[src/sm3_pkg.sv]
// sm3 hash engine package: constants, command and status types, round helpers
// no dependencies
`timescale 1ns / 1ps
`default_nettype none

package sm3_pkg;

  typedef logic [31:0] word_t;

  localparam word_t IV [8] = '{
    32'h7380166f, 32'h4914b2b9, 32'h172442d7, 32'hda8a0600,
    32'ha96f30bc, 32'h163138aa, 32'he38dee4d, 32'hb0fb0e4e
  };
  localparam word_t TJ_LOW  = 32'h79cc4519;
  localparam word_t TJ_HIGH = 32'h7a879d8a;
  localparam int unsigned ROUNDS = 64;
  localparam logic [7:0] PAD_BYTE = 8'h80;

  typedef enum logic [1:0] {
    SEL_DATA = 2'd0,
    SEL_PAD  = 2'd1,
    SEL_ZERO = 2'd2,
    SEL_LEN  = 2'd3
  } byte_sel_t;

  typedef struct packed {
    logic      capture;
    logic      put;
    byte_sel_t sel;
    logic [2:0] byte_k;
    logic      count;
    logic      load;
    logic      round;
    logic [5:0] round_idx;
    logic      final_xor;
    logic      restart;
    logic [2:0] out_idx;
  } cmd_t;

  typedef struct packed {
    logic pos_wrap;
    logic pos_at55;
  } status_t;

  function automatic word_t rotl(input word_t x, input logic [4:0] n);
    logic [63:0] d;
    d = {x, x} << n;
    return d[63:32];
  endfunction

  function automatic word_t perm0(input word_t x);
    return x ^ rotl(x, 5'd9) ^ rotl(x, 5'd17);
  endfunction

  function automatic word_t perm1(input word_t x);
    return x ^ rotl(x, 5'd15) ^ rotl(x, 5'd23);
  endfunction

endpackage

`default_nettype wire

[src/sm3_if.sv]
// valid/ready channel interfaces for message words and digest words
// no dependencies
`timescale 1ns / 1ps
`default_nettype none

interface sm3_in_if;
  logic        valid;
  logic        ready;
  logic [31:0] data_word;
  logic [2:0]  byte_count;
  logic        last_word;
  modport source (output valid, data_word, byte_count, last_word, input ready);
  modport sink (input valid, data_word, byte_count, last_word, output ready);
endinterface

interface sm3_out_if;
  logic        valid;
  logic        ready;
  logic [31:0] digest_word;
  logic [2:0]  word_index;
  logic        digest_done;
  modport source (output valid, digest_word, word_index, digest_done, input ready);
  modport sink (input valid, digest_word, word_index, digest_done, output ready);
endinterface

`default_nettype wire

[src/sm3_datapath.sv]
// sm3 datapath: block buffer, byte counters, message schedule window, round registers
// depends on sm3_pkg
`timescale 1ns / 1ps
`default_nettype none

module sm3_datapath import sm3_pkg::*; (
  input  wire logic        clk,
  input  wire logic        rst_n,
  input  wire cmd_t        cmd,
  input  wire logic [31:0] in_data,
  output status_t          st,
  output word_t            digest_word
);

  word_t       data_r;
  word_t       blk_r [16];
  word_t       win_r [16];
  word_t       cv_r  [8];
  word_t       a_r, b_r, c_r, d_r, e_r, f_r, g_r, h_r;
  logic [5:0]  pos_r;
  logic [60:0] msg_r;

  logic [7:0]  byte_v;
  logic [63:0] bits;
  word_t       ff, gg, tj, a12, ss1, ss2, tt1, tt2, wnew;

  assign bits = {msg_r, 3'b000};

  always_comb begin
    case (cmd.sel)
      SEL_DATA: byte_v = data_r[8*(3-cmd.byte_k[1:0]) +: 8];
      SEL_PAD:  byte_v = PAD_BYTE;
      SEL_ZERO: byte_v = 8'h00;
      SEL_LEN:  byte_v = bits[8*(7-cmd.byte_k) +: 8];
      default:  byte_v = 8'h00;
    endcase
  end

  assign st.pos_wrap = (pos_r == 6'd63);
  assign st.pos_at55 = (pos_r == 6'd55);
  assign digest_word = cv_r[cmd.out_idx];

  // one compression round
  always_comb begin
    if (cmd.round_idx < 6'd16) begin
      tj = TJ_LOW;
      ff = a_r ^ b_r ^ c_r;
      gg = e_r ^ f_r ^ g_r;
    end else begin
      tj = TJ_HIGH;
      ff = (a_r & b_r) | (a_r & c_r) | (b_r & c_r);
      gg = (e_r & f_r) | (~e_r & g_r);
    end
    a12  = rotl(a_r, 5'd12);
    ss1  = rotl(a12 + e_r + rotl(tj, cmd.round_idx[4:0]), 5'd7);
    ss2  = ss1 ^ a12;
    tt1  = ff + d_r + ss2 + (win_r[0] ^ win_r[4]);
    tt2  = gg + h_r + ss1 + win_r[0];
    wnew = perm1(win_r[0] ^ win_r[7] ^ rotl(win_r[13], 5'd15))
           ^ rotl(win_r[3], 5'd7) ^ win_r[10];
  end

  always_ff @(posedge clk) begin
    if (cmd.capture) data_r <= in_data;
    if (cmd.put) blk_r[pos_r[5:2]][8*(3-pos_r[1:0]) +: 8] <= byte_v;
    if (cmd.load) begin
      win_r <= blk_r;
      a_r <= cv_r[0]; b_r <= cv_r[1]; c_r <= cv_r[2]; d_r <= cv_r[3];
      e_r <= cv_r[4]; f_r <= cv_r[5]; g_r <= cv_r[6]; h_r <= cv_r[7];
    end
    if (cmd.round) begin
      for (int i = 0; i < 15; i++) win_r[i] <= win_r[i+1];
      win_r[15] <= wnew;
      d_r <= c_r;
      c_r <= rotl(b_r, 5'd9);
      b_r <= a_r;
      a_r <= tt1;
      h_r <= g_r;
      g_r <= rotl(f_r, 5'd19);
      f_r <= e_r;
      e_r <= perm0(tt2);
    end
  end

  always_ff @(posedge clk) begin
    if (!rst_n || cmd.restart) begin
      cv_r  <= IV;
      pos_r <= '0;
      msg_r <= '0;
    end else begin
      if (cmd.put) pos_r <= pos_r + 6'd1;
      if (cmd.count) msg_r <= msg_r + 61'd1;
      if (cmd.final_xor) begin
        cv_r[0] <= cv_r[0] ^ a_r; cv_r[1] <= cv_r[1] ^ b_r;
        cv_r[2] <= cv_r[2] ^ c_r; cv_r[3] <= cv_r[3] ^ d_r;
        cv_r[4] <= cv_r[4] ^ e_r; cv_r[5] <= cv_r[5] ^ f_r;
        cv_r[6] <= cv_r[6] ^ g_r; cv_r[7] <= cv_r[7] ^ h_r;
      end
    end
  end

endmodule

`default_nettype wire

[src/sm3_ctrl.sv]
// sm3 controller: byte sequencing, padding, round count and digest output
// depends on sm3_pkg
`timescale 1ns / 1ps
`default_nettype none

module sm3_ctrl import sm3_pkg::*; (
  input  wire logic       clk,
  input  wire logic       rst_n,
  input  wire logic       in_valid,
  output logic            in_ready,
  input  wire logic [2:0] in_count,
  input  wire logic       in_last,
  output logic            out_valid,
  input  wire logic       out_ready,
  output logic [2:0]      out_index,
  output logic            out_done,
  input  wire status_t    st,
  output cmd_t            cmd
);

  typedef enum logic [8:0] {
    S_IDLE  = 9'b000000001,
    S_DATA  = 9'b000000010,
    S_PAD   = 9'b000000100,
    S_ZERO  = 9'b000001000,
    S_LEN   = 9'b000010000,
    S_LOAD  = 9'b000100000,
    S_ROUND = 9'b001000000,
    S_FIN   = 9'b010000000,
    S_OUT   = 9'b100000000
  } state_t;

  state_t     state_r, state_nxt, ret_r, ret_nxt, after;
  logic [2:0] cnt_r, cnt_nxt, k_r, k_nxt, idx_r, idx_nxt;
  logic       last_r, last_nxt;
  logic [5:0] rnd_r, rnd_nxt;
  logic       in_acc, out_acc;

  assign in_ready  = (state_r == S_IDLE);
  assign in_acc    = in_valid && in_ready;
  assign out_valid = (state_r == S_OUT);
  assign out_acc   = out_valid && out_ready;
  assign out_index = idx_r;
  assign out_done  = (idx_r == 3'd7);

  // where the byte sequence goes after the current byte
  always_comb begin
    unique case (state_r)
      S_DATA:         after = ((k_r + 3'd1) < cnt_r) ? S_DATA : (last_r ? S_PAD : S_IDLE);
      S_PAD, S_ZERO:  after = st.pos_at55 ? S_LEN : S_ZERO;
      S_LEN:          after = (k_r == 3'd7) ? S_OUT : S_LEN;
      default:        after = S_IDLE;
    endcase
  end

  always_comb begin
    state_nxt = state_r;
    ret_nxt   = ret_r;
    cnt_nxt   = cnt_r;
    k_nxt     = k_r;
    idx_nxt   = idx_r;
    last_nxt  = last_r;
    rnd_nxt   = rnd_r;
    cmd       = '0;
    cmd.sel       = SEL_ZERO;
    cmd.byte_k    = k_r;
    cmd.round_idx = rnd_r;
    cmd.out_idx   = idx_r;
    unique case (state_r)
      S_IDLE: begin
        if (in_acc) begin
          cmd.capture = 1'b1;
          cnt_nxt  = (in_count > 3'd4) ? 3'd4 : in_count;
          last_nxt = in_last;
          k_nxt    = '0;
          if (in_count != 3'd0) state_nxt = S_DATA;
          else if (in_last)     state_nxt = S_PAD;
        end
      end
      S_DATA, S_PAD, S_ZERO, S_LEN: begin
        cmd.put = 1'b1;
        unique case (state_r)
          S_DATA:  cmd.sel = SEL_DATA;
          S_PAD:   cmd.sel = SEL_PAD;
          S_LEN:   cmd.sel = SEL_LEN;
          default: cmd.sel = SEL_ZERO;
        endcase
        cmd.count = (state_r == S_DATA);
        k_nxt = (after == state_r) ? k_r + 3'd1 : 3'd0;
        if (st.pos_wrap) begin
          state_nxt = S_LOAD;
          ret_nxt   = after;
        end else begin
          state_nxt = after;
        end
      end
      S_LOAD: begin
        cmd.load  = 1'b1;
        rnd_nxt   = '0;
        state_nxt = S_ROUND;
      end
      S_ROUND: begin
        cmd.round = 1'b1;
        rnd_nxt   = rnd_r + 6'd1;
        if (rnd_r == 6'(ROUNDS - 1)) state_nxt = S_FIN;
      end
      S_FIN: begin
        cmd.final_xor = 1'b1;
        idx_nxt   = '0;
        state_nxt = ret_r;
      end
      S_OUT: begin
        if (out_acc) begin
          idx_nxt = idx_r + 3'd1;
          if (idx_r == 3'd7) begin
            cmd.restart = 1'b1;
            state_nxt   = S_IDLE;
          end
        end
      end
      default: state_nxt = S_IDLE;
    endcase
  end

  always_ff @(posedge clk) begin
    if (!rst_n) begin
      state_r <= S_IDLE;
      ret_r   <= S_IDLE;
      cnt_r   <= '0;
      k_r     <= '0;
      idx_r   <= '0;
      last_r  <= 1'b0;
      rnd_r   <= '0;
    end else begin
      state_r <= state_nxt;
      ret_r   <= ret_nxt;
      cnt_r   <= cnt_nxt;
      k_r     <= k_nxt;
      idx_r   <= idx_nxt;
      last_r  <= last_nxt;
      rnd_r   <= rnd_nxt;
    end
  end

endmodule

`default_nettype wire

[src/sm3_hash_engine.sv]
// sm3 hash engine top level: controller plus datapath
// sequence: the word is accepted, then each valid byte is written into the block buffer;
// each full block then runs load, 64 rounds and fold; last word: padding bytes one a cycle
// while no compression runs, plus one or two compressions, then 8 digest words
// a new word is accepted only in idle, after the bytes of the last word and any compression are done
// reset (rst_n, synchronous): chaining value to the initial vector, counters to zero
// depends on sm3_pkg, sm3_if, sm3_ctrl, sm3_datapath
`timescale 1ns / 1ps
`default_nettype none

module sm3_hash_engine import sm3_pkg::*; (
  input  wire logic clk,
  input  wire logic rst_n,
  sm3_in_if.sink    in_ch,
  sm3_out_if.source out_ch
);

  // commands from the sequencer, status back from the datapath
  cmd_t    cmd;
  status_t st;

  sm3_ctrl u_ctrl (
    .clk       (clk),
    .rst_n     (rst_n),
    .in_valid  (in_ch.valid),
    .in_ready  (in_ch.ready),
    .in_count  (in_ch.byte_count),
    .in_last   (in_ch.last_word),
    .out_valid (out_ch.valid),
    .out_ready (out_ch.ready),
    .out_index (out_ch.word_index),
    .out_done  (out_ch.digest_done),
    .st        (st),
    .cmd       (cmd)
  );

  // block buffer, schedule window and round state
  sm3_datapath u_dp (
    .clk         (clk),
    .rst_n       (rst_n),
    .cmd         (cmd),
    .in_data     (in_ch.data_word),
    .st          (st),
    .digest_word (out_ch.digest_word)
  );

endmodule

`default_nettype wire
[src/flat_wrapper.sv]
// flat-port wrapper written by rule: the top's interface ports become plain ports
module sm3_hash_engine_flat import sm3_pkg::*;
  (clk, rst_n, in_ch_valid, in_ch_data_word, in_ch_byte_count, in_ch_last_word, in_ch_ready, out_ch_valid, out_ch_digest_word, out_ch_word_index, out_ch_digest_done, out_ch_ready);
  sm3_in_if in_ch_i ();
  sm3_out_if out_ch_i ();
  input  wire logic clk;
  input  wire logic rst_n;
  input wire logic [$bits(in_ch_i.valid)-1:0] in_ch_valid;
  input wire logic [$bits(in_ch_i.data_word)-1:0] in_ch_data_word;
  input wire logic [$bits(in_ch_i.byte_count)-1:0] in_ch_byte_count;
  input wire logic [$bits(in_ch_i.last_word)-1:0] in_ch_last_word;
  output wire logic [$bits(in_ch_i.ready)-1:0] in_ch_ready;
  output wire logic [$bits(out_ch_i.valid)-1:0] out_ch_valid;
  output wire logic [$bits(out_ch_i.digest_word)-1:0] out_ch_digest_word;
  output wire logic [$bits(out_ch_i.word_index)-1:0] out_ch_word_index;
  output wire logic [$bits(out_ch_i.digest_done)-1:0] out_ch_digest_done;
  input wire logic [$bits(out_ch_i.ready)-1:0] out_ch_ready;
  assign in_ch_i.valid = in_ch_valid;
  assign in_ch_i.data_word = in_ch_data_word;
  assign in_ch_i.byte_count = in_ch_byte_count;
  assign in_ch_i.last_word = in_ch_last_word;
  assign in_ch_ready = in_ch_i.ready;
  assign out_ch_valid = out_ch_i.valid;
  assign out_ch_digest_word = out_ch_i.digest_word;
  assign out_ch_word_index = out_ch_i.word_index;
  assign out_ch_digest_done = out_ch_i.digest_done;
  assign out_ch_i.ready = out_ch_ready;
  sm3_hash_engine u_core (.clk(clk), .rst_n(rst_n), .in_ch(in_ch_i), .out_ch(out_ch_i));
endmodule
[config.mk]
export PLATFORM = sky130hd
export DESIGN_NAME = sm3_hash_engine_flat
export DESIGN_NICKNAME = d
export VERILOG_FILES = /design/src/sm3_pkg.sv /design/src/sm3_if.sv /design/src/sm3_datapath.sv /design/src/sm3_ctrl.sv /design/src/sm3_hash_engine.sv /design/src/flat_wrapper.sv
export SDC_FILE = /design/constraint.sdc
export NUM_CORES = 2
export LEC_CHECK = 0
export ABC_CLOCK_PERIOD_IN_PS = 17590
export BUFFER_PORTS_ARGS = -buffer_cell sky130_fd_sc_hd__buf_4
export CORE_UTILIZATION = 52
export DETAILED_ROUTE_END_ITERATION = 8
export PLACE_DENSITY_LB_ADDON = 0.3
export SYNTH_ARGS = -nofsm -noshare
export SYNTH_HDL_FRONTEND = slang
export SYNTH_SLANG_ARGS = --single-unit
[constraint.sdc]
create_clock -name clk -period 17.59 [get_ports clk]
set_input_delay 0.8795 -clock clk [delete_from_list [all_inputs] [get_ports clk]]
set_output_delay 0.8795 -clock clk [all_outputs]
set_load 0.05 [all_outputs]
==> flow_metrics.py <==
metrics = {
    "placement": {
        "dp_hpwl_mm": 171,
        "port_buffers": 77,
        "place_congestion": 0.981,
    },
    "timing": {
        "clock_skew_ns": 0.0638,
        "max_freq_ghz": 0.0943,
        "rsz0062_at_grt": "no",
        "worstMarginPinSlew_ns": 1.35,
        "holdWs_ns": 0.220,
        "period_share_pct": 60.3,
        "setup_violations": 0,
        "slew_viol_final": 0,
        "slew-limit-headroom_pct": 9.81,
        "setup_tns_ns": 0,
        "fin_crit_ns": 10.60,
        "finalHoldViolCount": 0,
    },
    "hold_path": {
        "hold_path.class": "primary input to flop",
    },
    "final_layout": {
        "nets": 7884,
        "final_layout_size_suffix_gt1_share_pct": 8.06,
        "area_growth_pct": 9.90,
    },
    "synth": {
        "syn_avg_cell_area_um2": 10.7,
        "ys_seq_area_share_pct": 57.3,
        "syn-num-nets": 7922,
        "syn_inst": 7583,
        "synthArstFlopShare_pct": 0,
        "synth_edf_count": 1312,
        "synth_area_leaders": "edfxtp_1, nand2_1, dfxtp_1",
        "synth.top_cell.area_share_pct": 48.5,
        "syn_area_mm2": 0.0812,
        "ys_ff_latch": 1666,
        "synthDistinctLibCells": 99,
        "synth-main-ff-cell": "edfxtp_1",
        "yosys_warnings": 0,
        "yosysTopAreaCell": "edfxtp_1",
    },
    "die": {
        "dieHeight_um": 397,
        "fp.dieW_um": 397,
        "fp-row-count": 144,
        "io_pins": 78,
        "die_area_mm2": 0.158,
        "core_mm2": 0.155,
        "start_util_pct": 52.5,
    },
    "clocking": {
        "cts_setup_buffers": 0,
        "cts_inserted_buffers": 170,
        "cts-root-buf": "clkbuf_16",
        "htree_levels": 4,
        "clock_latency_ns": 0.83,
        "cts_tree": "built",
        "cts_hold_buf": 0,
        "clk_pin_slew_ns": 0.06,
        "cts_num_sinks": 1666,
        "ctsResizeCount": 0,
        "cts.path.max_buffers": 3,
    },
    "detailed_routing": {
        "vias": 56500,
        "wirelength_mm": 245,
        "routedWlPerCell_um": 25.1,
        "drc": 0,
        "drt_first_pass_iters": 6,
        "first_iter_violations": 6627,
        "antenna_left": 0,
        "vias_per_cell": 5.80,
    },
    "grt": {
        "grt.overflow.total": 0,
        "antenna_found_initial": 6,
        "grt_max_degree": 207,
        "grt_pass1_wl_mm": 356,
        "grt_pass1_vias": 53200,
        "track_usage_pct": 30.8,
    },
    "setup_path": {
        "crit_fanout": 34,
        "cp_common_cell": "fa_1",
        "startpoint_type": "flop",
        "crit_family": "compound AO/OA/AOI/OAI gates",
        "critPathBufInv": 4,
        "end_kind": "flop",
        "critical-path-max-stage-delay_ns": 1.08,
        "cp.required_ns": 18.09,
        "crit_type": "flop to flop",
        "crit_arrival_ns": 11.11,
        "crit_path_top_delay_cell": "a2111oi_0",
    },
    "power": {
        "powerDensity_mw_per_mm2": 148,
        "ir_drop_v": 0.000214,
        "p_leak_nw": 34.5,
    },
    "job": {
        "drv_cap": 0,
    },
    "run_status": {
        "status": "completed",
    },
}
[worst paths after layout]
check / startpoint / to / slack, ns / cells past startpoint
setup / recovery: u_core.u_ctrl.rnd_r[5]$_SDFFE_PN0P_ / u_core.u_dp.a_r[30]$_DFFE_PP_ / 6.99 / 35
setup reg to reg: u_core.u_ctrl.rnd_r[5]$_SDFFE_PN0P_ / u_core.u_dp.a_r[30]$_DFFE_PP_ / 6.99 / 35
hold reg to reg: u_core.u_dp.win_r[110]$_DFFE_PP_ / u_core.u_dp.win_r[142]$_DFFE_PP_ / 0.47 / 2
hold / removal: in_ch_data_word[18] / u_core.u_dp.data_r[18]$_DFFE_PP_ / 0.22 / 1
[worst register-to-register path, delay by kind of cell (launching register included)]
| family | cells | cell delay, ns |
|---|---|---|
| buffers and inverters | 4 | 0.63 |
| XOR/XNOR | 2 | 0.45 |
| flip-flops | 1 | 0.40 |
| AO/OA/AOI/OAI | 17 | 4.92 |
| AND/OR/NAND/NOR | 4 | 0.86 |
| multiplexers | 1 | 0.13 |
| adder cells (fa/ha/maj) | 7 | 2.87 |
[registers in the layout (all words and copies together), names as in the netlist]
name and count:
u_core.u_ctrl.cnt_r 3, u_core.u_ctrl.k_r 3, u_core.u_ctrl.last_r 1, u_core.u_ctrl.out_index 3, u_core.u_ctrl.ret_r 6, u_core.u_ctrl.rnd_r 6
u_core.u_ctrl.state_r 9, u_core.u_dp.a_r 32, u_core.u_dp.b_r 32, u_core.u_dp.blk_r 512, u_core.u_dp.c_r 32, u_core.u_dp.cv_r 256
u_core.u_dp.d_r 32, u_core.u_dp.data_r 32, u_core.u_dp.e_r 32, u_core.u_dp.f_r 32, u_core.u_dp.g_r 32, u_core.u_dp.h_r 32
u_core.u_dp.msg_r 61, u_core.u_dp.pos_r 6, u_core.u_dp.win_r 512
[layout by cell type (no fill, tap or decap), drive strengths merged, types with 220 or more instances in the layout]
cell type	n
o21ai	373
nand2	2465
clkbuf	220
edfxtp	1312
a21oi	310
xor2	272
inv	260
xnor2	311
dfxtp	354
nor2	423
[report_power, final]
group | leakage (nW) | switching (mW) | internal (mW)
Combinational | 17.0 | 3.21 | 1.82
Sequential | 14.8 | 0.127 | 4.43
Clock | 2.70 | 1.61 | 2.03
[cell families after synthesis]
group,count (synthesis),synth area share (%)
AO/OA/AOI/OAI,884,6.28
adder cells (fa/ha/maj),300,6.36
AND/OR/NAND/NOR,3319,16.7
buffers and inverters,616,2.88
multiplexers,206,3.97
XOR/XNOR,592,6.56
flip-flops,1666,57.3
[Yosys cell counts, drive strengths merged, types with 111 or more instances]
cell type and number:
a21oi 310, and3 138, clkbuf 310, dfxtp 354, edfxtp 1312, fa 188, ha 111, inv 256
nand2 2465, nor2 423, o21ai 373, xnor2 311, xor2 272
[layer usage]
metal | global-route usage, % | up-vias | routed length, um
met5 | 0 | - | 15
met4 | 14.3 | 2 | 12900
met3 | 4.84 | 435 | 18900
met2 | 48.3 | 2370 | 113000
met1 | 42.3 | 28000 | 99700
li1 | - | 25700 | -
[per-stage QoR]
step / instances / setup slack, ns / area, um^2 / util [%] / power (mW)
global placement: 9417 / 7.29 / 83600 / 54.1 / 9.57
detailed placement: 9417 / 7.26 / 83600 / 54.1 / 9.58
CTS: 9733 / 7.16 / 89200 / 57.7 / 13.2
global route: 9733 / 6.43 / 89200 / 57.7 / 13.7
finish: 9735 / 6.99 / 89200 / 57.7 / 13.2
floorplan: 7583 / 6.13 / 81200 / - / 7.97
[area by class of cell]
class                           instances  area (um^2)
Antenna cell                            2         5.00
Clock buffer                          220         4470
Clock inverter                         96         1110
Fill cell                           12800        65400
Inverter                              258          971
Multi-Input combinational cell       5301        32400
Sequential cell                      1666        46500
Tap cell                             2044         2560
Timing Repair Buffer                  148         1160
No activity file was read; power rests on OpenSTA's default activity.
